===== src/design/hlmdu_pkg.sv =====
// shared types and constants of the hi/lo multiply-divide unit
package hlmdu_pkg;

   localparam int WORD_W    = 32;
   localparam int DIV_STEPS = WORD_W;
   localparam int CNT_W     = $clog2(DIV_STEPS);

   typedef logic [2:0] mode_type;

   localparam mode_type MODE_SMUL  = 3'd0;
   localparam mode_type MODE_UMUL  = 3'd1;
   localparam mode_type MODE_SDIV  = 3'd2;
   localparam mode_type MODE_UDIV  = 3'd3;
   localparam mode_type MODE_SMADD = 3'd4;
   localparam mode_type MODE_UMADD = 3'd5;

   typedef struct packed {
      logic load;      // capture a new transaction
      logic mul;       // form the product
      logic acc;       // finish multiply, madd or no-op
      logic div_step;  // one restoring divide step
      logic fix;       // apply signs to quotient and remainder
   } cmd_type;

endpackage


===== src/design/hlmdu_ctrl.sv =====
// controller state machine of the hi/lo multiply-divide unit
module hlmdu_ctrl (
   input  logic                clock,
   input  logic                reset,
   input  logic                req_valid,
   input  hlmdu_pkg::mode_type req_mode,
   output logic                req_ready,
   output logic                rsp_valid,
   input  logic                rsp_ready,
   output hlmdu_pkg::cmd_type  cmd
);

   typedef enum logic [5:0] {
      ST_IDLE = 6'b000001,
      ST_MUL  = 6'b000010,
      ST_ACC  = 6'b000100,
      ST_DIV  = 6'b001000,
      ST_FIX  = 6'b010000,
      ST_DONE = 6'b100000
   } state_type;

   state_type                  state_ff, state_in;
   logic [hlmdu_pkg::CNT_W-1:0] count_ff, count_in;
   logic                       is_div;
   logic                       last_step;

   assign is_div    = (req_mode == hlmdu_pkg::MODE_SDIV) || (req_mode == hlmdu_pkg::MODE_UDIV);
   assign last_step = (count_ff == hlmdu_pkg::CNT_W'(hlmdu_pkg::DIV_STEPS - 1));

   assign req_ready = (state_ff == ST_IDLE);
   assign rsp_valid = (state_ff == ST_DONE);

   always_comb begin
      state_in     = state_ff;
      count_in     = count_ff;
      cmd          = '0;
      unique case (state_ff)
         ST_IDLE: begin
            if (req_valid) begin
               cmd.load = 1'b1;
               count_in = '0;
               state_in = is_div ? ST_DIV : ST_MUL;
            end
         end
         ST_MUL: begin
            cmd.mul  = 1'b1;
            state_in = ST_ACC;
         end
         ST_ACC: begin
            cmd.acc  = 1'b1;
            state_in = ST_DONE;
         end
         ST_DIV: begin
            cmd.div_step = 1'b1;
            count_in     = count_ff + 1'b1;
            if (last_step) begin
               state_in = ST_FIX;
            end
         end
         ST_FIX: begin
            cmd.fix  = 1'b1;
            state_in = ST_DONE;
         end
         ST_DONE: begin
            if (rsp_ready) begin
               state_in = ST_IDLE;
            end
         end
         default: begin
            state_in = ST_IDLE;
         end
      endcase
   end

   always_ff @(posedge clock) begin
      if (reset) begin
         state_ff <= ST_IDLE;
         count_ff <= '0;
      end else begin
         state_ff <= state_in;
         count_ff <= count_in;
      end
   end

endmodule


===== src/design/hlmdu_dp.sv =====
// datapath of the hi/lo multiply-divide unit: operands, multiplier, divider, hi/lo pairs
module hlmdu_dp (
   input  logic                clock,
   input  logic                reset,
   input  hlmdu_pkg::cmd_type  cmd,
   input  hlmdu_pkg::mode_type req_mode,
   input  logic                req_pipe_sel,
   input  logic [31:0]         req_src_a,
   input  logic [31:0]         req_src_b,
   output logic [31:0]         rsp_lo_word,
   output logic [31:0]         rsp_hi_word,
   output logic                rsp_dest_write
);

   logic [31:0] lo_regs_ff [2];
   logic [31:0] hi_regs_ff [2];

   hlmdu_pkg::mode_type mode_ff;
   logic        sel_ff;
   logic [31:0] a_ff, b_ff;
   logic [63:0] prod_ff;
   logic [31:0] quo_ff, rem_ff, dvs_ff;
   logic        neg_q_ff, neg_r_ff;
   logic [31:0] lo_out_ff, hi_out_ff;
   logic        dw_out_ff;

   logic        sdiv;
   logic        na, nb;
   logic        mul_signed;
   logic [63:0] prod_full;
   logic [63:0] cur_pair;
   logic [63:0] acc_res;
   logic        acc_dw;
   logic [32:0] shifted;
   logic [32:0] diff;
   logic [31:0] fix_q, fix_r;

   assign sdiv = (req_mode == hlmdu_pkg::MODE_SDIV);
   assign na   = sdiv & req_src_a[31];
   assign nb   = sdiv & req_src_b[31];

   assign mul_signed = (mode_ff == hlmdu_pkg::MODE_SMUL) || (mode_ff == hlmdu_pkg::MODE_SMADD);
   assign prod_full  = 64'($signed({mul_signed & a_ff[31], a_ff}) *
                           $signed({mul_signed & b_ff[31], b_ff}));

   assign cur_pair = {hi_regs_ff[sel_ff], lo_regs_ff[sel_ff]};

   always_comb begin
      acc_res = cur_pair;
      acc_dw  = 1'b0;
      priority if ((mode_ff == hlmdu_pkg::MODE_SMUL) || (mode_ff == hlmdu_pkg::MODE_UMUL)) begin
         acc_res = prod_ff;
         acc_dw  = 1'b1;
      end else if ((mode_ff == hlmdu_pkg::MODE_SMADD) || (mode_ff == hlmdu_pkg::MODE_UMADD)) begin
         acc_res = prod_ff + cur_pair;
         acc_dw  = 1'b1;
      end else begin
         // unused codes leave the pair as it is
         acc_res = cur_pair;
         acc_dw  = 1'b0;
      end
   end

   // restoring step on magnitudes; a zero divisor yields all-ones quotient naturally
   assign shifted = {rem_ff, quo_ff[31]};
   assign diff    = shifted - {1'b0, dvs_ff};

   assign fix_q = neg_q_ff ? (32'd0 - quo_ff) : quo_ff;
   assign fix_r = neg_r_ff ? (32'd0 - rem_ff) : rem_ff;

   always_ff @(posedge clock) begin
      if (cmd.load) begin
         mode_ff  <= req_mode;
         sel_ff   <= req_pipe_sel;
         a_ff     <= req_src_a;
         b_ff     <= req_src_b;
         quo_ff   <= na ? (32'd0 - req_src_a) : req_src_a;
         dvs_ff   <= nb ? (32'd0 - req_src_b) : req_src_b;
         rem_ff   <= '0;
         neg_q_ff <= na ^ nb;
         neg_r_ff <= na;
      end
      if (cmd.mul) begin
         prod_ff <= prod_full;
      end
      if (cmd.div_step) begin
         if (!diff[32]) begin
            rem_ff <= diff[31:0];
            quo_ff <= {quo_ff[30:0], 1'b1};
         end else begin
            rem_ff <= shifted[31:0];
            quo_ff <= {quo_ff[30:0], 1'b0};
         end
      end
      if (cmd.acc) begin
         lo_out_ff <= acc_res[31:0];
         hi_out_ff <= acc_res[63:32];
         dw_out_ff <= acc_dw;
      end else if (cmd.fix) begin
         lo_out_ff <= fix_q;
         hi_out_ff <= fix_r;
         dw_out_ff <= 1'b0;
      end
   end

   always_ff @(posedge clock) begin
      if (reset) begin
         lo_regs_ff[0] <= '0;
         lo_regs_ff[1] <= '0;
         hi_regs_ff[0] <= '0;
         hi_regs_ff[1] <= '0;
      end else if (cmd.acc) begin
         lo_regs_ff[sel_ff] <= acc_res[31:0];
         hi_regs_ff[sel_ff] <= acc_res[63:32];
      end else if (cmd.fix) begin
         lo_regs_ff[sel_ff] <= fix_q;
         hi_regs_ff[sel_ff] <= fix_r;
      end
   end

   assign rsp_lo_word    = lo_out_ff;
   assign rsp_hi_word    = hi_out_ff;
   assign rsp_dest_write = dw_out_ff;

endmodule


===== src/design/hi_lo_multiply_divide_unit_top.sv =====
// top level of the hi/lo multiply-divide unit
//
//   channel   direction  handshake            payload
//   req_      in         req_valid/req_ready  mode, pipe_sel, src_a, src_b
//   rsp_      out        rsp_valid/rsp_ready  lo_word, hi_word, dest_write
//
// one transaction at a time; req_ready is high only while the unit is empty
// multiply, madd and unused codes: product in ST_MUL, then 64-bit add in ST_ACC, then rsp_valid
// divide: 32 radix-2 restoring steps in ST_DIV, then the sign fix in ST_FIX, then rsp_valid
// rsp_valid holds with the result until rsp_ready; the next transaction is taken after that
// synchronous reset empties the unit and clears both lo/hi pairs
module hi_lo_multiply_divide_unit_top (
   input  logic        clock,
   input  logic        reset,
   input  logic        req_valid,
   output logic        req_ready,
   input  logic [2:0]  req_mode,
   input  logic        req_pipe_sel,
   input  logic [31:0] req_src_a,
   input  logic [31:0] req_src_b,
   output logic        rsp_valid,
   input  logic        rsp_ready,
   output logic [31:0] rsp_lo_word,
   output logic [31:0] rsp_hi_word,
   output logic        rsp_dest_write
);

   hlmdu_pkg::cmd_type cmd;

   hlmdu_ctrl u_ctrl (
      .clock     (clock),
      .reset     (reset),
      .req_valid (req_valid),
      .req_mode  (req_mode),
      .req_ready (req_ready),
      .rsp_valid (rsp_valid),
      .rsp_ready (rsp_ready),
      .cmd       (cmd)
   );

   hlmdu_dp u_dp (
      .clock          (clock),
      .reset          (reset),
      .cmd            (cmd),
      .req_mode       (req_mode),
      .req_pipe_sel   (req_pipe_sel),
      .req_src_a      (req_src_a),
      .req_src_b      (req_src_b),
      .rsp_lo_word    (rsp_lo_word),
      .rsp_hi_word    (rsp_hi_word),
      .rsp_dest_write (rsp_dest_write)
   );

endmodule


===== config.mk =====
export PLATFORM = sky130hd
export DESIGN_NAME = hi_lo_multiply_divide_unit_top
export DESIGN_NICKNAME = d
export VERILOG_FILES = /design/src/design/hlmdu_pkg.sv /design/src/design/hlmdu_ctrl.sv /design/src/design/hlmdu_dp.sv /design/src/design/hi_lo_multiply_divide_unit_top.sv
export SDC_FILE = /design/constraint.sdc
export NUM_CORES = 2
export LEC_CHECK = 0
export BUFFER_PORTS_ARGS = -buffer_cell sky130_fd_sc_hd__buf_2
export CORE_UTILIZATION = 52
export CTS_CLUSTER_SIZE = 25
export DETAILED_ROUTE_END_ITERATION = 12
export GPL_ROUTABILITY_DRIVEN = 0
export HOLD_SLACK_MARGIN = 0.08
export PLACE_DENSITY = 0.68
export RECOVER_POWER = 25
export SYNTH_ARGS = -nofsm -noshare
export SYNTH_HDL_FRONTEND = slang
export SYNTH_SLANG_ARGS = --single-unit

===== constraint.sdc =====
create_clock -name clock -period 11.6 [get_ports clock]
set_input_delay 0.58 -clock clock [delete_from_list [all_inputs] [get_ports clock]]
set_output_delay 0.58 -clock clock [all_outputs]
set_load 0.01 [all_outputs]

### After elaboration in Yosys (flattened, before gate mapping)

Memories as Yosys holds them, arrays and structs flattened. A register that Yosys moved wholly into a read port is not among the register bits.
Cells that the tools add are included.

| storage, ports and cells | value |
|---|---|
| memory bits (writable) | 128 |
| memories | 2 |
| bits of input ports | 72 |
| word-level logic and storage cells | 112 |
| register bits | 306 |

| cells by class | value |
|---|---|
| bitwise gates (word level) | 7 |
| add/sub/neg operators | 7 |
| equal/unequal tests | 15 |
| reductions and logical operators | 13 |
| muxes and demuxes | 52 |
| $mul | 1 |

Memory list:

| memory | words | bits a word | rd ports | clocked after memory_dff | write ports | line | text |
|---|---|---|---|---|---|---|---|
| u_dp.hi_regs_ff | 2 | 32 | 1 | 1 | 2 | hlmdu_dp.sv:16 | `logic [31:0] hi_regs_ff [2];` |
| u_dp.lo_regs_ff | 2 | 32 | 1 | 1 | 2 | hlmdu_dp.sv:15 | `logic [31:0] lo_regs_ff [2];` |

Operators by type and width:

| cell | count |
|---|---|
| $mux 32 | 17 |
| $mux 64 | 2 |
| $sub 1x32->32 const A | 4 |
| $add 64x64->64 | 1 |
| $mul 33x33->64 | 1 |
| $reduce_or 32->1 | 2 |
| $sub 33x32->33 | 1 |
| $pmux 6 s5 | 1 |
| $mux 1 | 26 |
| $mux 6 | 3 |
| $pmux 5 s2 | 1 |
| $eq 3x2->1 const B | 2 |
| $eq 3x3->1 const B | 2 |
| $eq 6x1->1 const B | 1 |
| $eq 6x2->1 const B | 1 |
| $eq 6x3->1 const B | 1 |
| $eq 6x4->1 const B | 1 |
| $eq 6x5->1 const B | 1 |
| $eq 6x6->1 const B | 1 |
| $reduce_bool 2->1 | 3 |
| $add 5x1->5 const B | 1 |
| $eq 5x5->1 const B | 1 |
| $mux 5 | 1 |
| $and 1x1->1 | 4 |
| other kinds (11) | 16 |

### Logic depth before layout (Yosys ltp)

| depth | value |
|---|---|
| depth after elaboration | 9 |
| gate-level depth with buffers | 33 |

### Modules after synthesis

A second synthesis with hierarchy kept.

| second synthesis, totals | value |
|---|---|
| cell total of the unflattened synthesis | 6788 |
| area, all modules | 64081.5 µm² |

Modules (own cells, without submodules):

| module | area each (µm²) | times used | cells an instance | sequential area each (µm²) |
|---|---|---|---|---|
| hlmdu_dp | 63447.1 | 1 | 6715 | 12692.2 |
| hlmdu_ctrl | 634.4 | 1 | 73 | 220.2 |

### Worst setup path after synthesis

No wires, ideal clock.

| timing path | value |
|---|---|
| path type | reg2reg |
| from | register u_dp.mode_ff[1] |
| to | register u_dp.prod_ff[56], data pin |
| path buffers | 2 |
| data required time | 11334 ps |
| period minus slack after synthesis | 8398 ps |
| arrival | 8132 ps |
| path slack | 3202 ps |
| stages on the path, launching flop included | 29 |
| cell sequence | edfxtp_1 > clkbuf_1 > nor2_1 > and2_1 > clkbuf_1 > nand2_1 > inv_1 > fa_1 > fa_1 > fa_1 > inv_1 > fa_1 > inv_1 > fa_1 > fa_1 > inv_1 > fa_1 > fa_1 > inv_1 > ha_1 > and3_1 > nand2_1 > nor2_1 > a211oi_1 > o31a_1 > o21ai_0 > and3_1 > o41ai_1 > xnor2_1 |

| between the ends | value |
|---|---|
| cells in the longest elaborated chain, start to end | 4 |

RTL lines:

| item | line | text |
|---|---|---|
| from (decl) | hlmdu_dp.sv:18 | `hlmdu_pkg::mode_type mode_ff;` |
| from (signal assigned) | hlmdu_dp.sv:73 | `mode_ff <= req_mode;` |
| $eq 3x3->1 or $logic_not 3->1 (tied branches) | hlmdu_dp.sv:42 | `assign mul_signed = (mode_ff == hlmdu_pkg::MODE_SMUL) \|\| (mode_ff == hlmdu_pkg::MODE_SMADD);` |
| $logic_or 1x1->1 * | hlmdu_dp.sv:42 |  |
| $and 1x1->1 (on tied branches) | hlmdu_dp.sv:43, hlmdu_dp.sv:44 |  |
| $mul 33x33->64 * | hlmdu_dp.sv:43 | `assign prod_full = 64'($signed({mul_signed & a_ff[31], a_ff}) *` |
| net u_dp.prod_full[56] | hlmdu_dp.sv:30 | `logic [63:0] prod_full;` |
| to (signal assigned) | hlmdu_dp.sv:84 | `prod_ff <= prod_full;` |
| to (decl) | hlmdu_dp.sv:21 | `logic [63:0] prod_ff;` |

Mark *: on every way through the listed nets, which the timed path passes. The rest lies on a longest branch.
A chain may end at the register's enable or synchronous reset.

### Worst setup path in the final report

| timing path | value |
|---|---|
| from | register u_dp.b_ff[0] |
| to | register u_dp.prod_ff[56], data pin |

| between the ends | value |
|---|---|
| cells in the longest elaborated chain, start to end | 1 |

RTL lines:

| item | line | text |
|---|---|---|
| from (decl) | hlmdu_dp.sv:20 | `logic [31:0] a_ff, b_ff;` |
| from (signal assigned) | hlmdu_dp.sv:76 | `b_ff <= req_src_b;` |
| $mul 33x33->64 | hlmdu_dp.sv:43 |  |
| net u_dp.prod_full[56] | hlmdu_dp.sv:30 |  |

The timed path passes the listed nets, and every way through them passes these cells.

==> impl_metrics.py <==
metrics = {
    "clock_tree": {
        "numClockSinks": 434,
        "clk_latency_ps": 610,
        "clk_pin_slew_ps": 60,
        "root_buffer": "clkbuf_16",
        "postCtsSetupBuffers": 0,
        "ctsHtreeMaxLevel": 2,
        "cts_tree": "yes",
        "cts_buffer_depth": 3,
        "hold_buffers": 0,
        "numCtsBuffers": 43,
        "postCtsResizedCells": 0,
    },
    "layout": {
        "fillers": 10800,
        "nNetsFinal": 8157,
        "final_common_cell": "inv_1",
        "final_area_mm2": 0.0669,
        "synthToLayoutAreaGrowth_pct": 5.35,
        "multi_input_area_mm2": 0.0448,
        "drive_gt1_frac": 0.0410,
        "register_area_mm2": 0.0129,
        "final_cell_mix": "inv_1 (1219), fa_1 (1127), nand2_1 (965)",
    },
    "route": {
        "highest_layer": "met5",
        "drc": 0,
        "first_pass_iters": 6,
        "wl_met2_mm": 80.2,
        "wl_met1_mm": 75.4,
        "wl_met3_mm": 19.3,
        "drt-initial-drc-count": 4074,
        "drt-total-wl_mm": 180,
        "via_count": 47600,
        "route.detailed.wl_per_inst_um": 21.7,
        "via_per_inst": 5.74,
        "drtAntennaViolNets": 0,
    },
    "setup_path": {
        "required_ps": 11950,
        "cp_max_fo": 34,
        "path_class": "flip-flop to flip-flop",
        "cp_common_cell": "fa_1",
        "crit_buf_inv": 6,
        "critical_path.top_delay_family": "adder cells",
        "cp-start-kind": "flip-flop",
        "slowest_stage": "clkbuf_1",
        "worstPathArrival_ps": 10430,
        "endpoint_kind": "flip-flop",
        "max_stage_delay_ps": 1350,
    },
    "grt": {
        "track_usage": 0.299,
        "antenna_found_initial": 12,
        "grt_max_degree": 81,
        "grt_overflow": 0,
        "grt_pass1_vias": 48700,
        "grt_pass1_wl_mm": 281,
    },
    "yosys": {
        "async_reset_ff_frac": 0,
        "netlist_area_mm2": 0.0635,
        "synthCells": 6694,
        "ys_seq_area_frac": 0.203,
        "synth_edf_count": 422,
        "synth_nets": 8206,
        "ys_seq_elements": 434,
        "syn_area_per_cell_um2": 9.49,
        "synth_ff_type": "edfxtp_1",
        "ys_types": 80,
        "yosys_warnings": 0,
    },
    "hold_path": {
        "hold_class": "input port to flip-flop",
    },
    "place": {
        "io_buffers": 138,
        "dpl-instance-area_mm2": 0.0658,
        "hpwl_mm": 138,
    },
    "job": {
        "drv_cap": 5,
    },
    "die": {
        "die_area_mm2": 0.124,
        "io_pins": 139,
        "fp.dieH_um": 351,
        "rows": 127,
        "start_util": 0.527,
        "fp.dieW_um": 351,
        "core_area_mm2": 0.120,
    },
    "sta": {
        "fin_crit_ps": 10080,
        "fin_skew_ps": 26.3,
        "finalHoldViolCount": 0,
        "setup_tns_ps": 0,
        "min_period_over_period": 0.869,
        "setup_viol": 0,
        "rsz0062_at_grt": "false",
        "slew_headroom": -1.55,
        "fmax_mhz": 99.2,
        "drv_slew": 251,
        "tightest_slew_ps": 3820,
    },
    "outcome": {
        "status": "complete, but fails checks",
        "violations": "max-capacitance violations, max-slew violations",
    },
}
path summary, 6_finish.rpt:
path,start,end,slack (ps),depth (start not counted)
setup / recovery,u_dp.b_ff[0]$_DFFE_PP_,u_dp.prod_ff[56]$_DFFE_PP_,1520,25
setup reg to reg,u_dp.b_ff[0]$_DFFE_PP_,u_dp.prod_ff[56]$_DFFE_PP_,1520,25
hold / removal,req_src_b[27],u_dp.b_ff[27]$_DFFE_PP_,180,1
hold reg to reg,u_ctrl.count_ff[4]$_SDFFE_PP0P_,u_ctrl.count_ff[4]$_SDFFE_PP0P_,480,2
state kept, by name, summed over array words and instances (netlist names), 3 cells and up, named ones only:
| signal | flops |
|---|---|
| u_ctrl.count_ff | 5 |
| u_dp.b_ff | 32 |
| u_dp.prod_ff | 64 |
| u_dp.mode_ff | 3 |
| u_dp.quo_ff | 32 |
| u_dp.lo_regs_ff | 64 |
| u_dp.rem_ff | 32 |
| u_dp.rsp_hi_word | 32 |
| u_ctrl.state_ff | 6 |
| u_dp.rsp_lo_word | 32 |
| u_dp.hi_regs_ff | 64 |
| u_dp.dvs_ff | 31 |
| u_dp.a_ff | 32 |
cell type report:
cell class,instances,area share
Antenna cell,3,0.000112
Clock buffer,47,0.0163
Clock inverter,31,0.00339
Inverter,1222,0.0686
Multi-Input combinational cell,4709,0.670
Sequential cell,434,0.193
Tap cell,1612,0.0302
Timing Repair Buffer,235,0.0184
through the flow:
step | hold slack [ps] | setup WS [ps] | util | cells
finish | 183 | 1520 | 0.555 | 8293
CTS | 138 | 2060 | 0.557 | 8290
floorplan | 452 | 3200 | - | 6694
detailed placement | 467 | 2140 | 0.546 | 8212
global route | 185 | 1080 | 0.555 | 8292
global placement | 458 | 2290 | 0.546 | 8212
cell usage after synthesis, drive strengths merged (15+ instances only):
cell type / instances / area [um2]
and3: 45 / 282
mux2i: 37 / 370
a21o: 73 / 548
mux2: 61 / 687
o21ai: 162 / 818
o41ai: 16 / 155
a31oi: 30 / 188
nand2b: 26 / 170
or4: 15 / 128
inv: 1221 / 4580
a211oi: 53 / 398
buf: 19 / 81.3
ha: 313 / 3920
nand4: 28 / 175
edfxtp: 422 / 12700
a21oi: 319 / 1600
xor2: 99 / 867
clkbuf: 310 / 1160
or3: 30 / 188
fa: 1127 / 22600
and2: 378 / 2360
nor2b: 22 / 138
o21bai: 30 / 225
nor2: 345 / 1290
xnor2: 171 / 1500
o21a: 41 / 308
nor4: 22 / 153
or2: 17 / 106
o31ai: 42 / 325
nand3: 38 / 190
nand2: 967 / 3630
nor3: 72 / 360
layer usage:
metal  vias to the layer above  track usage
met2                      2219        0.466
met1                     24100        0.422
met4                         6       0.0814
li1                      21000            -
met5                         -            0
met3                       291       0.0632
kinds of logic after synthesis:
family	after synthesis	synth area share
buffers and inverters	1551	0.0918
AOI/OAI and AO/OA	873	0.0865
and+or+nand+nor	2028	0.147
DFF	434	0.203
adders and majority gates	1440	0.417
muxes	98	0.0167
xor gates and xnor gates	270	0.0372
worst reg2reg max path, cell delays in order (launching register included):
cell	delay, ps
edfxtp_1	320
clkbuf_1	1350
nand2_1	260
inv_1	220
fa_1	530
fa_1	570
fa_1	600
inv_1	270
fa_1	1120
inv_1	360
fa_1	540
fa_1	550
inv_1	50
fa_1	450
fa_1	490
inv_1	40
ha_1	350
and3_1	240
nand2_1	100
nor2_1	40
a211oi_1	220
o31a_1	220
o21ai_0	190
and3_1	250
o41ai_1	370
xnor2_1	140
Power is left out: the tool's default activity adds up to more than one toggle a clock period on the data nets, which glitch-free logic cannot reach.
